**config.mk**
```make
export PLATFORM = sky130hd
export DESIGN_NAME = button_debounce_click_detector_unit_flat
export DESIGN_NICKNAME = d
export VERILOG_FILES = /design/src/hdl/bdcd_pkg.sv /design/src/hdl/bdcd_if.sv /design/src/hdl/bdcd_cfg_regs.sv /design/src/hdl/bdcd_core.sv /design/src/hdl/button_debounce_click_detector_unit.sv /design/src/flat_wrapper.sv
export SDC_FILE = /design/constraint.sdc
export NUM_CORES = 1
export LEC_CHECK = 0
export BUFFER_PORTS_ARGS = -buffer_cell sky130_fd_sc_hd__buf_2
export CELL_PAD_IN_SITES_DETAIL_PLACEMENT = 1
export CELL_PAD_IN_SITES_GLOBAL_PLACEMENT = 1
export CORE_ASPECT_RATIO = 1.2
export CORE_UTILIZATION = 40
export CTS_BUF_LIST = sky130_fd_sc_hd__clkbuf_16
export DETAILED_ROUTE_END_ITERATION = 7
export PLACE_DENSITY = 0.83
export SLEW_MARGIN = 20
export SYNTH_ARGS = -nofsm -noshare
export SYNTH_HDL_FRONTEND = slang
export SYNTH_HIERARCHICAL = 1
export SYNTH_SLANG_ARGS = --single-unit
```
**constraint.sdc**
```tcl
create_clock -name clk -period 5.4 [get_ports clk]
set_clock_uncertainty 0.15 [all_clocks]
set_input_delay 0.81 -clock clk [delete_from_list [all_inputs] [get_ports clk]]
set_output_delay 0.81 -clock clk [all_outputs]
set_load 0.02 [all_outputs]
```
**src/hdl/bdcd_pkg.sv**
```systemverilog
// ----------------------------------------------------------------------------
// bdcd_pkg
// Shared types and constants for the button debounce and click detector.
// ----------------------------------------------------------------------------
package bdcd_pkg;

  localparam int unsigned TIMER_BITS_DEF = 16;
  localparam int unsigned CFG_W          = 16;
  localparam int unsigned APB_DATA_W     = 32;
  localparam int unsigned APB_ADDR_W     = 4;
  localparam int unsigned CFG_IDX_W      = 2;

  localparam logic LOW = 1'b0;

  localparam logic [CFG_W-1:0] DEBOUNCE_RST = 16'd50;
  localparam logic [CFG_W-1:0] LONG_RST     = 16'd1000;
  localparam logic [CFG_W-1:0] DOUBLE_RST   = 16'd400;

  typedef enum logic [CFG_IDX_W-1:0] {
    CFG_DEBOUNCE = 2'd0,
    CFG_LONG     = 2'd1,
    CFG_DOUBLE   = 2'd2
  } cfg_idx_t;

  typedef struct packed {
    logic [CFG_W-1:0] debounce_ticks;
    logic [CFG_W-1:0] long_press_ticks;
    logic [CFG_W-1:0] double_click_ticks;
  } cfg_t;

  typedef struct packed {
    logic pin_level;
    logic clear_press;
    logic clear_long;
    logic clear_double;
  } tick_t;

  typedef struct packed {
    logic held_now;
    logic press_pending;
    logic long_pending;
    logic double_pending;
  } result_t;

endpackage

```
**src/hdl/bdcd_if.sv**
```systemverilog
// ----------------------------------------------------------------------------
// bdcd_tick_if / bdcd_result_if
// Valid/ready channels for tick items and result items.
// ----------------------------------------------------------------------------
interface bdcd_tick_if;
  logic valid;
  logic ready;
  logic pin_level;
  logic clear_press;
  logic clear_long;
  logic clear_double;

  modport source (output valid, pin_level, clear_press, clear_long, clear_double,
                  input ready);
  modport sink (input valid, pin_level, clear_press, clear_long, clear_double,
                output ready);
endinterface

interface bdcd_result_if;
  logic valid;
  logic ready;
  logic held_now;
  logic press_pending;
  logic long_pending;
  logic double_pending;

  modport source (output valid, held_now, press_pending, long_pending, double_pending,
                  input ready);
  modport sink (input valid, held_now, press_pending, long_pending, double_pending,
                output ready);
endinterface

```
**src/hdl/bdcd_cfg_regs.sv**
```systemverilog
// ----------------------------------------------------------------------------
// bdcd_cfg_regs
// APB register file holding the three timing thresholds.
// ----------------------------------------------------------------------------
module bdcd_cfg_regs (
  input  logic                              clk,
  input  logic                              rst_n,
  input  logic                              psel,
  input  logic                              penable,
  input  logic                              pwrite,
  input  logic [bdcd_pkg::APB_ADDR_W-1:0]   paddr,
  input  logic [bdcd_pkg::APB_DATA_W-1:0]   pwdata,
  output logic [bdcd_pkg::APB_DATA_W-1:0]   prdata,
  output logic                              pready,
  output bdcd_pkg::cfg_t                    cfg
);

  bdcd_pkg::cfg_t                      cfg_r;
  logic                                wr_en;
  logic [bdcd_pkg::CFG_IDX_W-1:0]      idx;
  logic [bdcd_pkg::CFG_W-1:0]          wdata;

  assign pready = 1'b1;
  assign wr_en  = psel && penable && pwrite;
  assign idx    = paddr[bdcd_pkg::APB_ADDR_W-1:2];
  assign wdata  = pwdata[bdcd_pkg::CFG_W-1:0];
  assign cfg    = cfg_r;

  always_ff @(posedge clk) begin
    if (!rst_n) begin
      cfg_r.debounce_ticks     <= bdcd_pkg::DEBOUNCE_RST;
      cfg_r.long_press_ticks   <= bdcd_pkg::LONG_RST;
      cfg_r.double_click_ticks <= bdcd_pkg::DOUBLE_RST;
    end else if (wr_en) begin
      unique case (idx)
        bdcd_pkg::CFG_DEBOUNCE: cfg_r.debounce_ticks     <= wdata;
        bdcd_pkg::CFG_LONG:     cfg_r.long_press_ticks   <= wdata;
        bdcd_pkg::CFG_DOUBLE:   cfg_r.double_click_ticks <= wdata;
        default: ;
      endcase
    end
  end

  always_comb begin
    unique case (idx)
      bdcd_pkg::CFG_DEBOUNCE: prdata = bdcd_pkg::APB_DATA_W'(cfg_r.debounce_ticks);
      bdcd_pkg::CFG_LONG:     prdata = bdcd_pkg::APB_DATA_W'(cfg_r.long_press_ticks);
      bdcd_pkg::CFG_DOUBLE:   prdata = bdcd_pkg::APB_DATA_W'(cfg_r.double_click_ticks);
      default:                prdata = '0;
    endcase
  end

endmodule

```
**src/hdl/bdcd_core.sv**
```systemverilog
// ----------------------------------------------------------------------------
// bdcd_core
// Debounce state, hold and click timers, and latched event flags.
// ----------------------------------------------------------------------------
module bdcd_core #(
  parameter int unsigned TIMER_BITS = bdcd_pkg::TIMER_BITS_DEF
) (
  input  logic              clk,
  input  logic              rst_n,
  input  logic              advance,
  input  bdcd_pkg::tick_t   tick,
  input  bdcd_pkg::cfg_t    cfg,
  output bdcd_pkg::result_t result
);

  localparam int unsigned TW = TIMER_BITS;
  localparam int unsigned CW = (TIMER_BITS > bdcd_pkg::CFG_W) ? TIMER_BITS : bdcd_pkg::CFG_W;

  logic          prev_raw_r,  level_r,  fired_r,  win_r,  pf_r,  lf_r,  df_r;
  logic          level_nxt,   fired_nxt, win_nxt, pf_nxt, lf_nxt, df_nxt;
  logic [TW-1:0] steady_r, hold_r, since_r;
  logic [TW-1:0] stable, hold, since;
  logic          accept_chg;

  function automatic logic [TW-1:0] sat_inc(input logic [TW-1:0] v);
    sat_inc = (&v) ? v : v + TW'(1);
  endfunction

  always_comb begin
    pf_nxt    = pf_r && !tick.clear_press;
    lf_nxt    = lf_r && !tick.clear_long;
    df_nxt    = df_r && !tick.clear_double;
    level_nxt = level_r;
    fired_nxt = fired_r;
    win_nxt   = win_r;
    hold      = hold_r;
    since     = since_r;
    stable    = (tick.pin_level != prev_raw_r) ? '0 : steady_r;

    accept_chg = (CW'(stable) > CW'(cfg.debounce_ticks)) && (tick.pin_level != level_r);
    if (accept_chg) begin
      level_nxt = tick.pin_level;
      if (tick.pin_level == bdcd_pkg::LOW) begin
        hold      = '0;
        fired_nxt = 1'b0;
      end else if (!fired_r) begin
        if (win_r && (CW'(since_r) < CW'(cfg.double_click_ticks))) begin
          df_nxt  = 1'b1;
          win_nxt = 1'b0;
        end else begin
          pf_nxt  = 1'b1;
          win_nxt = 1'b1;
          since   = '0;
        end
      end
    end

    if ((level_nxt == bdcd_pkg::LOW) && !fired_nxt &&
        (CW'(hold) >= CW'(cfg.long_press_ticks))) begin
      lf_nxt    = 1'b1;
      fired_nxt = 1'b1;
      win_nxt   = 1'b0;
    end

    result.held_now       = (level_nxt == bdcd_pkg::LOW);
    result.press_pending  = pf_nxt;
    result.long_pending   = lf_nxt;
    result.double_pending = df_nxt;
  end

  always_ff @(posedge clk) begin
    if (!rst_n) begin
      prev_raw_r <= 1'b1;
      level_r    <= 1'b1;
      steady_r   <= '0;
      hold_r     <= '0;
      since_r    <= '0;
      win_r      <= 1'b0;
      fired_r    <= 1'b0;
      pf_r       <= 1'b0;
      lf_r       <= 1'b0;
      df_r       <= 1'b0;
    end else if (advance) begin
      prev_raw_r <= tick.pin_level;
      level_r    <= level_nxt;
      steady_r   <= sat_inc(stable);
      hold_r     <= sat_inc(hold);
      since_r    <= sat_inc(since);
      win_r      <= win_nxt;
      fired_r    <= fired_nxt;
      pf_r       <= pf_nxt;
      lf_r       <= lf_nxt;
      df_r       <= df_nxt;
    end
  end

  a_window_closed_after_long: assert property (@(posedge clk) disable iff (!rst_n)
    (fired_r && (level_r == bdcd_pkg::LOW)) |-> !win_r)
    else $error("click window open during a fired long hold");

  a_flags_move_on_item: assert property (@(posedge clk) disable iff (!rst_n)
    ($rose(pf_r) || $rose(lf_r) || $rose(df_r)) |-> $past(advance))
    else $error("event flag set without an item");

  a_state_holds_when_idle: assert property (@(posedge clk) disable iff (!rst_n)
    $past(rst_n) && !$past(advance) |-> $stable(steady_r) && $stable(level_r))
    else $error("state changed without an item");

endmodule

```
**src/hdl/button_debounce_click_detector_unit.sv**
```systemverilog
// ----------------------------------------------------------------------------
// button_debounce_click_detector_unit
// Debounces a sampled active-low button and reports single press, long
// press and double click as latched flags, one result item per tick item.
//
// in_tick carries one millisecond tick item: raw pin level and three flag
// clears. out_result returns one item per tick: debounced held state and the
// three latched flags as they stand after that tick. Thresholds sit in three
// 16-bit registers on the cfg_ APB port at byte offsets 0, 4 and 8.
// An accepted item sits in the input register until the state update writes
// its result into the result register, from which out_result presents it.
// The block takes one item per cycle while out_result is not stalled; the
// state update is a single pass of compare and increment logic. While
// out_result is stalled the block still takes one more item into its input
// register, then drops in_tick.ready.
// Synchronous reset empties both registers, restores the thresholds to
// 50, 1000 and 400 ticks and returns the button to released with all flags
// and timers cleared.
// ----------------------------------------------------------------------------
module button_debounce_click_detector_unit #(
  parameter int unsigned TIMER_BITS = bdcd_pkg::TIMER_BITS_DEF
) (
  input  logic                              clk,
  input  logic                              rst_n,
  bdcd_tick_if.sink                         in_tick,
  bdcd_result_if.source                     out_result,
  input  logic                              cfg_psel,
  input  logic                              cfg_penable,
  input  logic                              cfg_pwrite,
  input  logic [bdcd_pkg::APB_ADDR_W-1:0]   cfg_paddr,
  input  logic [bdcd_pkg::APB_DATA_W-1:0]   cfg_pwdata,
  output logic [bdcd_pkg::APB_DATA_W-1:0]   cfg_prdata,
  output logic                              cfg_pready
);

  bdcd_pkg::cfg_t    cfg;
  bdcd_pkg::tick_t   tick_r;
  bdcd_pkg::result_t res, res_r;
  logic              s1_valid_r, out_valid_r;
  logic              advance, in_take;

  assign advance = s1_valid_r && (!out_valid_r || out_result.ready);
  assign in_tick.ready = !s1_valid_r || advance;
  assign in_take = in_tick.valid && in_tick.ready;

  bdcd_cfg_regs u_cfg (
    .clk     (clk),
    .rst_n   (rst_n),
    .psel    (cfg_psel),
    .penable (cfg_penable),
    .pwrite  (cfg_pwrite),
    .paddr   (cfg_paddr),
    .pwdata  (cfg_pwdata),
    .prdata  (cfg_prdata),
    .pready  (cfg_pready),
    .cfg     (cfg)
  );

  bdcd_core #(.TIMER_BITS(TIMER_BITS)) u_core (
    .clk     (clk),
    .rst_n   (rst_n),
    .advance (advance),
    .tick    (tick_r),
    .cfg     (cfg),
    .result  (res)
  );

  always_ff @(posedge clk) begin
    if (!rst_n) begin
      s1_valid_r  <= 1'b0;
      out_valid_r <= 1'b0;
    end else begin
      if (in_take) begin
        s1_valid_r <= 1'b1;
      end else if (advance) begin
        s1_valid_r <= 1'b0;
      end
      if (advance) begin
        out_valid_r <= 1'b1;
      end else if (out_result.ready) begin
        out_valid_r <= 1'b0;
      end
    end
  end

  always_ff @(posedge clk) begin
    if (in_take) begin
      tick_r.pin_level    <= in_tick.pin_level;
      tick_r.clear_press  <= in_tick.clear_press;
      tick_r.clear_long   <= in_tick.clear_long;
      tick_r.clear_double <= in_tick.clear_double;
    end
    if (advance) begin
      res_r <= res;
    end
  end

  assign out_result.valid          = out_valid_r;
  assign out_result.held_now       = res_r.held_now;
  assign out_result.press_pending  = res_r.press_pending;
  assign out_result.long_pending   = res_r.long_pending;
  assign out_result.double_pending = res_r.double_pending;

  a_empty_after_reset: assert property (@(posedge clk)
    $past(!rst_n) |-> !out_valid_r && !s1_valid_r)
    else $error("pipeline not empty after reset");

  a_advance_fills_out: assert property (@(posedge clk) disable iff (!rst_n)
    advance |=> out_valid_r)
    else $error("item lost between stages");

  a_stall_keeps_item: assert property (@(posedge clk) disable iff (!rst_n)
    (s1_valid_r && !advance) |=> s1_valid_r && $stable(tick_r))
    else $error("stalled item dropped or changed");

endmodule

```
**src/flat_wrapper.sv**
```systemverilog
// flat-port wrapper written by rule: the top's interface ports become plain ports
module button_debounce_click_detector_unit_flat 
#(
  parameter int unsigned TIMER_BITS = bdcd_pkg::TIMER_BITS_DEF
)
  (clk, rst_n, cfg_psel, cfg_penable, cfg_pwrite, cfg_paddr, cfg_pwdata, cfg_prdata, cfg_pready, in_tick_valid, in_tick_pin_level, in_tick_clear_press, in_tick_clear_long, in_tick_clear_double, in_tick_ready, out_result_valid, out_result_held_now, out_result_press_pending, out_result_long_pending, out_result_double_pending, out_result_ready);
  bdcd_tick_if in_tick_i ();
  bdcd_result_if out_result_i ();
  input  logic clk;
  input  logic rst_n;
  input  logic cfg_psel;
  input  logic cfg_penable;
  input  logic cfg_pwrite;
  input  logic [bdcd_pkg::APB_ADDR_W-1:0] cfg_paddr;
  input  logic [bdcd_pkg::APB_DATA_W-1:0] cfg_pwdata;
  output logic [bdcd_pkg::APB_DATA_W-1:0] cfg_prdata;
  output logic cfg_pready;
  input wire logic [$bits(in_tick_i.valid)-1:0] in_tick_valid;
  input wire logic [$bits(in_tick_i.pin_level)-1:0] in_tick_pin_level;
  input wire logic [$bits(in_tick_i.clear_press)-1:0] in_tick_clear_press;
  input wire logic [$bits(in_tick_i.clear_long)-1:0] in_tick_clear_long;
  input wire logic [$bits(in_tick_i.clear_double)-1:0] in_tick_clear_double;
  output wire logic [$bits(in_tick_i.ready)-1:0] in_tick_ready;
  output wire logic [$bits(out_result_i.valid)-1:0] out_result_valid;
  output wire logic [$bits(out_result_i.held_now)-1:0] out_result_held_now;
  output wire logic [$bits(out_result_i.press_pending)-1:0] out_result_press_pending;
  output wire logic [$bits(out_result_i.long_pending)-1:0] out_result_long_pending;
  output wire logic [$bits(out_result_i.double_pending)-1:0] out_result_double_pending;
  input wire logic [$bits(out_result_i.ready)-1:0] out_result_ready;
  assign in_tick_i.valid = in_tick_valid;
  assign in_tick_i.pin_level = in_tick_pin_level;
  assign in_tick_i.clear_press = in_tick_clear_press;
  assign in_tick_i.clear_long = in_tick_clear_long;
  assign in_tick_i.clear_double = in_tick_clear_double;
  assign in_tick_ready = in_tick_i.ready;
  assign out_result_valid = out_result_i.valid;
  assign out_result_held_now = out_result_i.held_now;
  assign out_result_press_pending = out_result_i.press_pending;
  assign out_result_long_pending = out_result_i.long_pending;
  assign out_result_double_pending = out_result_i.double_pending;
  assign out_result_i.ready = out_result_ready;
  button_debounce_click_detector_unit #(.TIMER_BITS(TIMER_BITS)) u_core (.clk(clk), .rst_n(rst_n), .in_tick(in_tick_i), .out_result(out_result_i), .cfg_psel(cfg_psel), .cfg_penable(cfg_penable), .cfg_pwrite(cfg_pwrite), .cfg_paddr(cfg_paddr), .cfg_pwdata(cfg_pwdata), .cfg_prdata(cfg_prdata), .cfg_pready(cfg_pready));
endmodule
```
Word level (Yosys, flattened, before mapping)
Cells that the tools add are included.
Word-level totals
  register bits after elaboration: 113
  bits of input ports: 47
  output and inout port bits: 39
  word-level logic and storage cells: 99
Cells by class
  add/sub/neg operators: 3
  magnitude comparators: 3
  equal/unequal tests: 5
  mux-type cells: 33
  bitwise gates (word level): 1
  reductions and logical operators: 31
Operator list (count)
  16-bit 2-to-1 mux: 10
  16-bit by 1-bit adder with 16-bit output, second input constant: 3
  16-bit case mux with 3 select lines: 1
  16-bit AND reduction: 3
  1-bit 2-to-1 mux: 22
  16-bit >= comparator: 1
  16-bit greater-than comparator: 1
  16-bit < comparator: 1
  1-bit logical AND: 11
  2-bit nonzero test: 4
  1-bit logical NOT: 6
  2-bit AND reduction: 3
  4-bit AND reduction: 1
  2-bit by 1-bit == test with 1-bit output, second input constant: 1
  2-bit == test, second input constant: 1
  2-bit logical NOT: 1
  1-bit logical OR: 2
  1-bit != test: 2
  2-bit by 1-bit != test with 1-bit output, second input constant: 1
  1-bit NOT: 1

Longest topological paths before layout
  depth after elaboration: 10
  depth in mapped cells: 23
  mapped depth without buffers: 19

Hierarchy
Netlist, hierarchy kept.
By module, submodules not included
  bdcd_core: times used 1, cells an instance 578, area each 4342.9 µm², sequential area each 1101.1 µm²
  bdcd_cfg_regs: times used 1, cells an instance 259, area each 2373.5 µm², sequential area each 960.9 µm²
  button_debounce_click_detector_unit: times used 1, cells an instance 17, area each 344.1 µm², sequential area each 280.3 µm²

Least setup slack after synthesis
No wires, ideal clock.
  path type: register to register
  start point: reg u_core/tick_r[3] in the netlist's numbering
  end point: reg u_core.u_core.win_r
  library setup time: 0.116 ns
  data arrival time: 4.481 ns
  path slack: 0.653 ns
  stages on the path, launching flop included: 23
  path buffers: 5
  cells stage by stage: edfxtp_1 buf_6 xnor2_2 buf_4 clkbuf_1 and2_1 ha_1 nand4_1 nor4_1 o211a_1 a211o_1 buf_2 nand3_2 clkbuf_1 and2_1 ha_1 a211o_1 a31oi_1 or3_1 a311oi_1 o22ai_1 a211o_1 a41o_1
Between the ends
  cells in the longest elaborated chain, start to end: 10
  elaborated cells between the ends (all ways): 20
RTL lines
  start, declared: RTL line button_debounce_click_detector_unit.sv:37  | bdcd_pkg::tick_t tick_r;
  parallel branches: the longest is 10 deep, another holds 16-bit greater-than comparator
  end signal, assigned: RTL line bdcd_core.sv:89  | win_r <= win_nxt;
  end, declared: RTL line bdcd_core.sv:19  | logic prev_raw_r, level_r, fired_r, win_r, pf_r, lf_r, df_r;
Several ways; the timed one is not identified.
A chain may end at the register's enable or synchronous reset.

Final worst setup path
Same ends and word-level chain as after synthesis.

==> metrics.md <==
| Metric | Value |
|---|---|
| Yosys warnings | `6` |
| Mean Syn Cell Area | `8.27 µm²` |
| GRT Total Usage | `0.246` |
| # IOs | `86` |
| Max-cap violations | `0` |
| Antenna diode count | `0` |
| Setup_tns | `0 ns` |
| Largest net degree at the start of global routing | `101` |
| Grt ovf | `0` |
| First drt pass iteration count | `4` |
| Critical path peak fanout | `12` |
| H-Tree Depth | `4` |
| Sequential share of the synthesized area | `0.332` |
| Max frequency | `between 150 and 200 MHz` |
| Mapped Area | `between 0.007 and 0.008 mm²` |
| Setup CP Type | `reg2reg` |
| Layout Nets | `982` |
| Number of global-route vias before repair | `around 6700` |
| Routed Antenna Nets | `0` |
| Clk_lat worst skew | `roughly 0.42 ns` |
| Cell variety after synth | `69` |
| Post-synth EDFFs | `8` |
| Synth Register Bits | `113` |
| Status | `complete, no violations` |
| Die Footprint | `between 0.015 and 0.02 mm²` |
| Slew margin rel. | `0.254` |
| Unrepaired setup endpoints after global routing | `false` |
| Synth async-reset ratio | `0` |
| Hold-fix buffer count after cts | `0` |
| Core ar. | `0.0170 mm²` |
| Ys flop type | `dfxtp_1` |
| Die W | `~120 µm` |
| FP Rows | `52` |
| Clock tree sinks | `roughly 110` |
| First-pass GRT wire length | `34600 µm` |
| Critical path required time | `5.56 ns` |
| Worst setup EP type | `register` |
| Gates resized, CTS repair | `0` |
| Fin crit period | `5.00 ns` |
| P&R area growth vs syn | `13.5%` |
| Stages on the worst setup path | `17` |
| Final Hold Viols | `0` |
| Hold Path Depth | `2` |
| Register clock-pin slew on the reported worst setup and hold paths | `0.06 ns` |
| Startpoint types | `register` |
| HPWL Detailed | `14600 µm` |
| Critical path's slowest cell | `edfxtp_1` |
| Buf/Inv on CP | `1` |
| R2R depth | `17` |
| Cells along the critical path | `xnor2_2 > and2_1 > ha_1 > nand4_1 > nor4_1 > o211a_1 > a211o_1 > buf_4 > and3_4 > nor2_1 > ha_1 > nand3_1 > or3_1 > a311oi_1 > o22ai_1 > a211o_1 > a41o_1` |
| Final setup violation count | `0` |
| Most frequent cells in the layout | `nand2_1 (117), dfxtp_1 (105), mux2i_1 (66)` |
| DRC | `0` |
| Worst ir drop on vdd | `0.238 mV` |
| CP delay by family, top | `simple AND/OR/NAND/NOR gates` |
| Worst Tran Pin Value | `1.12 ns` |
| Hold Crit Class | `reg2reg` |
| CTS tree | `done` |
| Die height | `148 µm` |
| Clock root cell | `clkbuf_16` |
| Pwr Total | `2250 µW` |
| Clock Path Buffers | `2` |
| Vias | `6361` |
| Vias/cell | `5.69` |
| Final Cell Area | `0.00801 mm²` |
| Starting density of the core | `0.414` |
| Fin worst setup slack | `0.395 ns` |
| Dpl cell area | `0.00738 mm²` |
| Leading cell type in the layout, fill and taps excluded | `nand2_1` |
| Gate Count Post-Synth | `854` |
| Drt first-iter violations | `395` |
| Pwr dens | `281 mW/mm²` |
| Worst path max stage delay | `0.48 ns` |
| Port Buffers | `50` |
| Place WS | `just under 0.5 ns` |
| Setup Buffers After CTS | `0` |
| GPL Wtd Cong | `just over 0.8` |
| Initial antenna violation count | `0` |
| Num CTS Buffers | `17` |
| CP arrival | `5.16 ns` |
| Leakage | `0.00336 µW` |
| Final Cycle Share | `0.927` |
| Max-slew violation count | `0` |
| Layout cells sized above 1 | `0.125` |
| Routed WL per cell | `18.8 µm` |
| Total wire length | `21000 µm` |
[final cells by class]
class,instances,area [µm²]
clock buffer,17,425
sequential,113,2340
timing repair buffer,65,365
tap,216,270
clock inverter,15,205
multi-input combinational,630,4180
fill,2051,9030
inverter,61,229
[cell families (layout without fill, tap and decap cells)]
family                     count (synthesis)  in the layout  synth area share
adders and majority gates                 47             47            0.0833
xor gates and xnor gates                  18             18            0.0234
and+or+nand+nor                          336            336             0.249
buffers and inverters                    126            158            0.0858
AOI/OAI and AO/OA                        146            146             0.132
muxes                                     66             66            0.0936
other                                      2             17           0.00106
DFF                                      113            113             0.332
[worst reg2reg max path: cells and delay by family, from the launching register on]
family                   cells  cell delay, ns
AND/OR/NAND/NOR              7            1.62
AO/OA/AOI/OAI                6            1.51
flip-flops                   1            0.48
XOR/XNOR                     1            0.46
adder cells (fa/ha/maj)      2            0.46
buffers and inverters        1            0.22
[metal layers]
layer | routed length [µm] | track usage
met2 | 10900 | 0.431
met1 | 8770 | 0.288
met3 | 622 | 0.0440
met5 | 0 | 0
met4 | 734 | 0.107
[Yosys cell counts, types with 8 or more instances]
cell      count  area [µm²]
mux2i_1      66         661
o21ai_0      39         195
nand2_1     117         439
xnor2_1       8        70.1
and2_1       30         188
xor2_1        9        78.8
nor2_1       37         139
clkbuf_1     29         109
and3_1       16         100
dfxtp_1     105        2100
edfxtp_1      8         240
a21oi_1      40         200
inv_1        61         229
nor2b_1      25         156
nand3_1      29         145
a31oi_1      11        68.8
nand4_1      25         156
or3_1         9        56.3
buf_4        26         195
ha_1         47         588
nor3_1       14        70.1
[registers in the layout, summed over array words and instances, names as in the netlist, 4 cells and up]
signal and count:
u_core/u_core/steady_r 16, u_core/u_core/since_r 16, u_core/tick_r 4, u_core/u_cfg/cfg 48, u_core/u_core/hold_r 16
[worst paths after layout]
| kind | startpoint | end | slack, ns |
|---|---|---|---|
| setup / recovery | u_core/tick_r[3] | u_core/u_core/win_r | 0.40 |
| hold / removal | u_core/u_core/pf_r | u_core/u_core/pf_r | 0.32 |
| setup reg to reg | u_core/tick_r[3] | u_core/u_core/win_r | 0.40 |
| hold reg to reg | u_core/u_core/pf_r | u_core/u_core/pf_r | 0.32 |
[power breakdown]
part	internal, µW	switching [µW]
registers	858	13.7
clock network	776	433
logic	55.4	116
total	1690	562
[stage by stage]
stage | util | hold WS (ns) | cells
after CTS | 0.470 | 0.332 | 1117
after floorplan | - | 0.286 | 869
after detailed placement | 0.433 | 0.310 | 1085
final | 0.470 | 0.321 | 1117
after global routing | 0.470 | 0.350 | 1117
after global placement | 0.433 | 0.299 | 1085
Power figures use the tool's default switching activity.
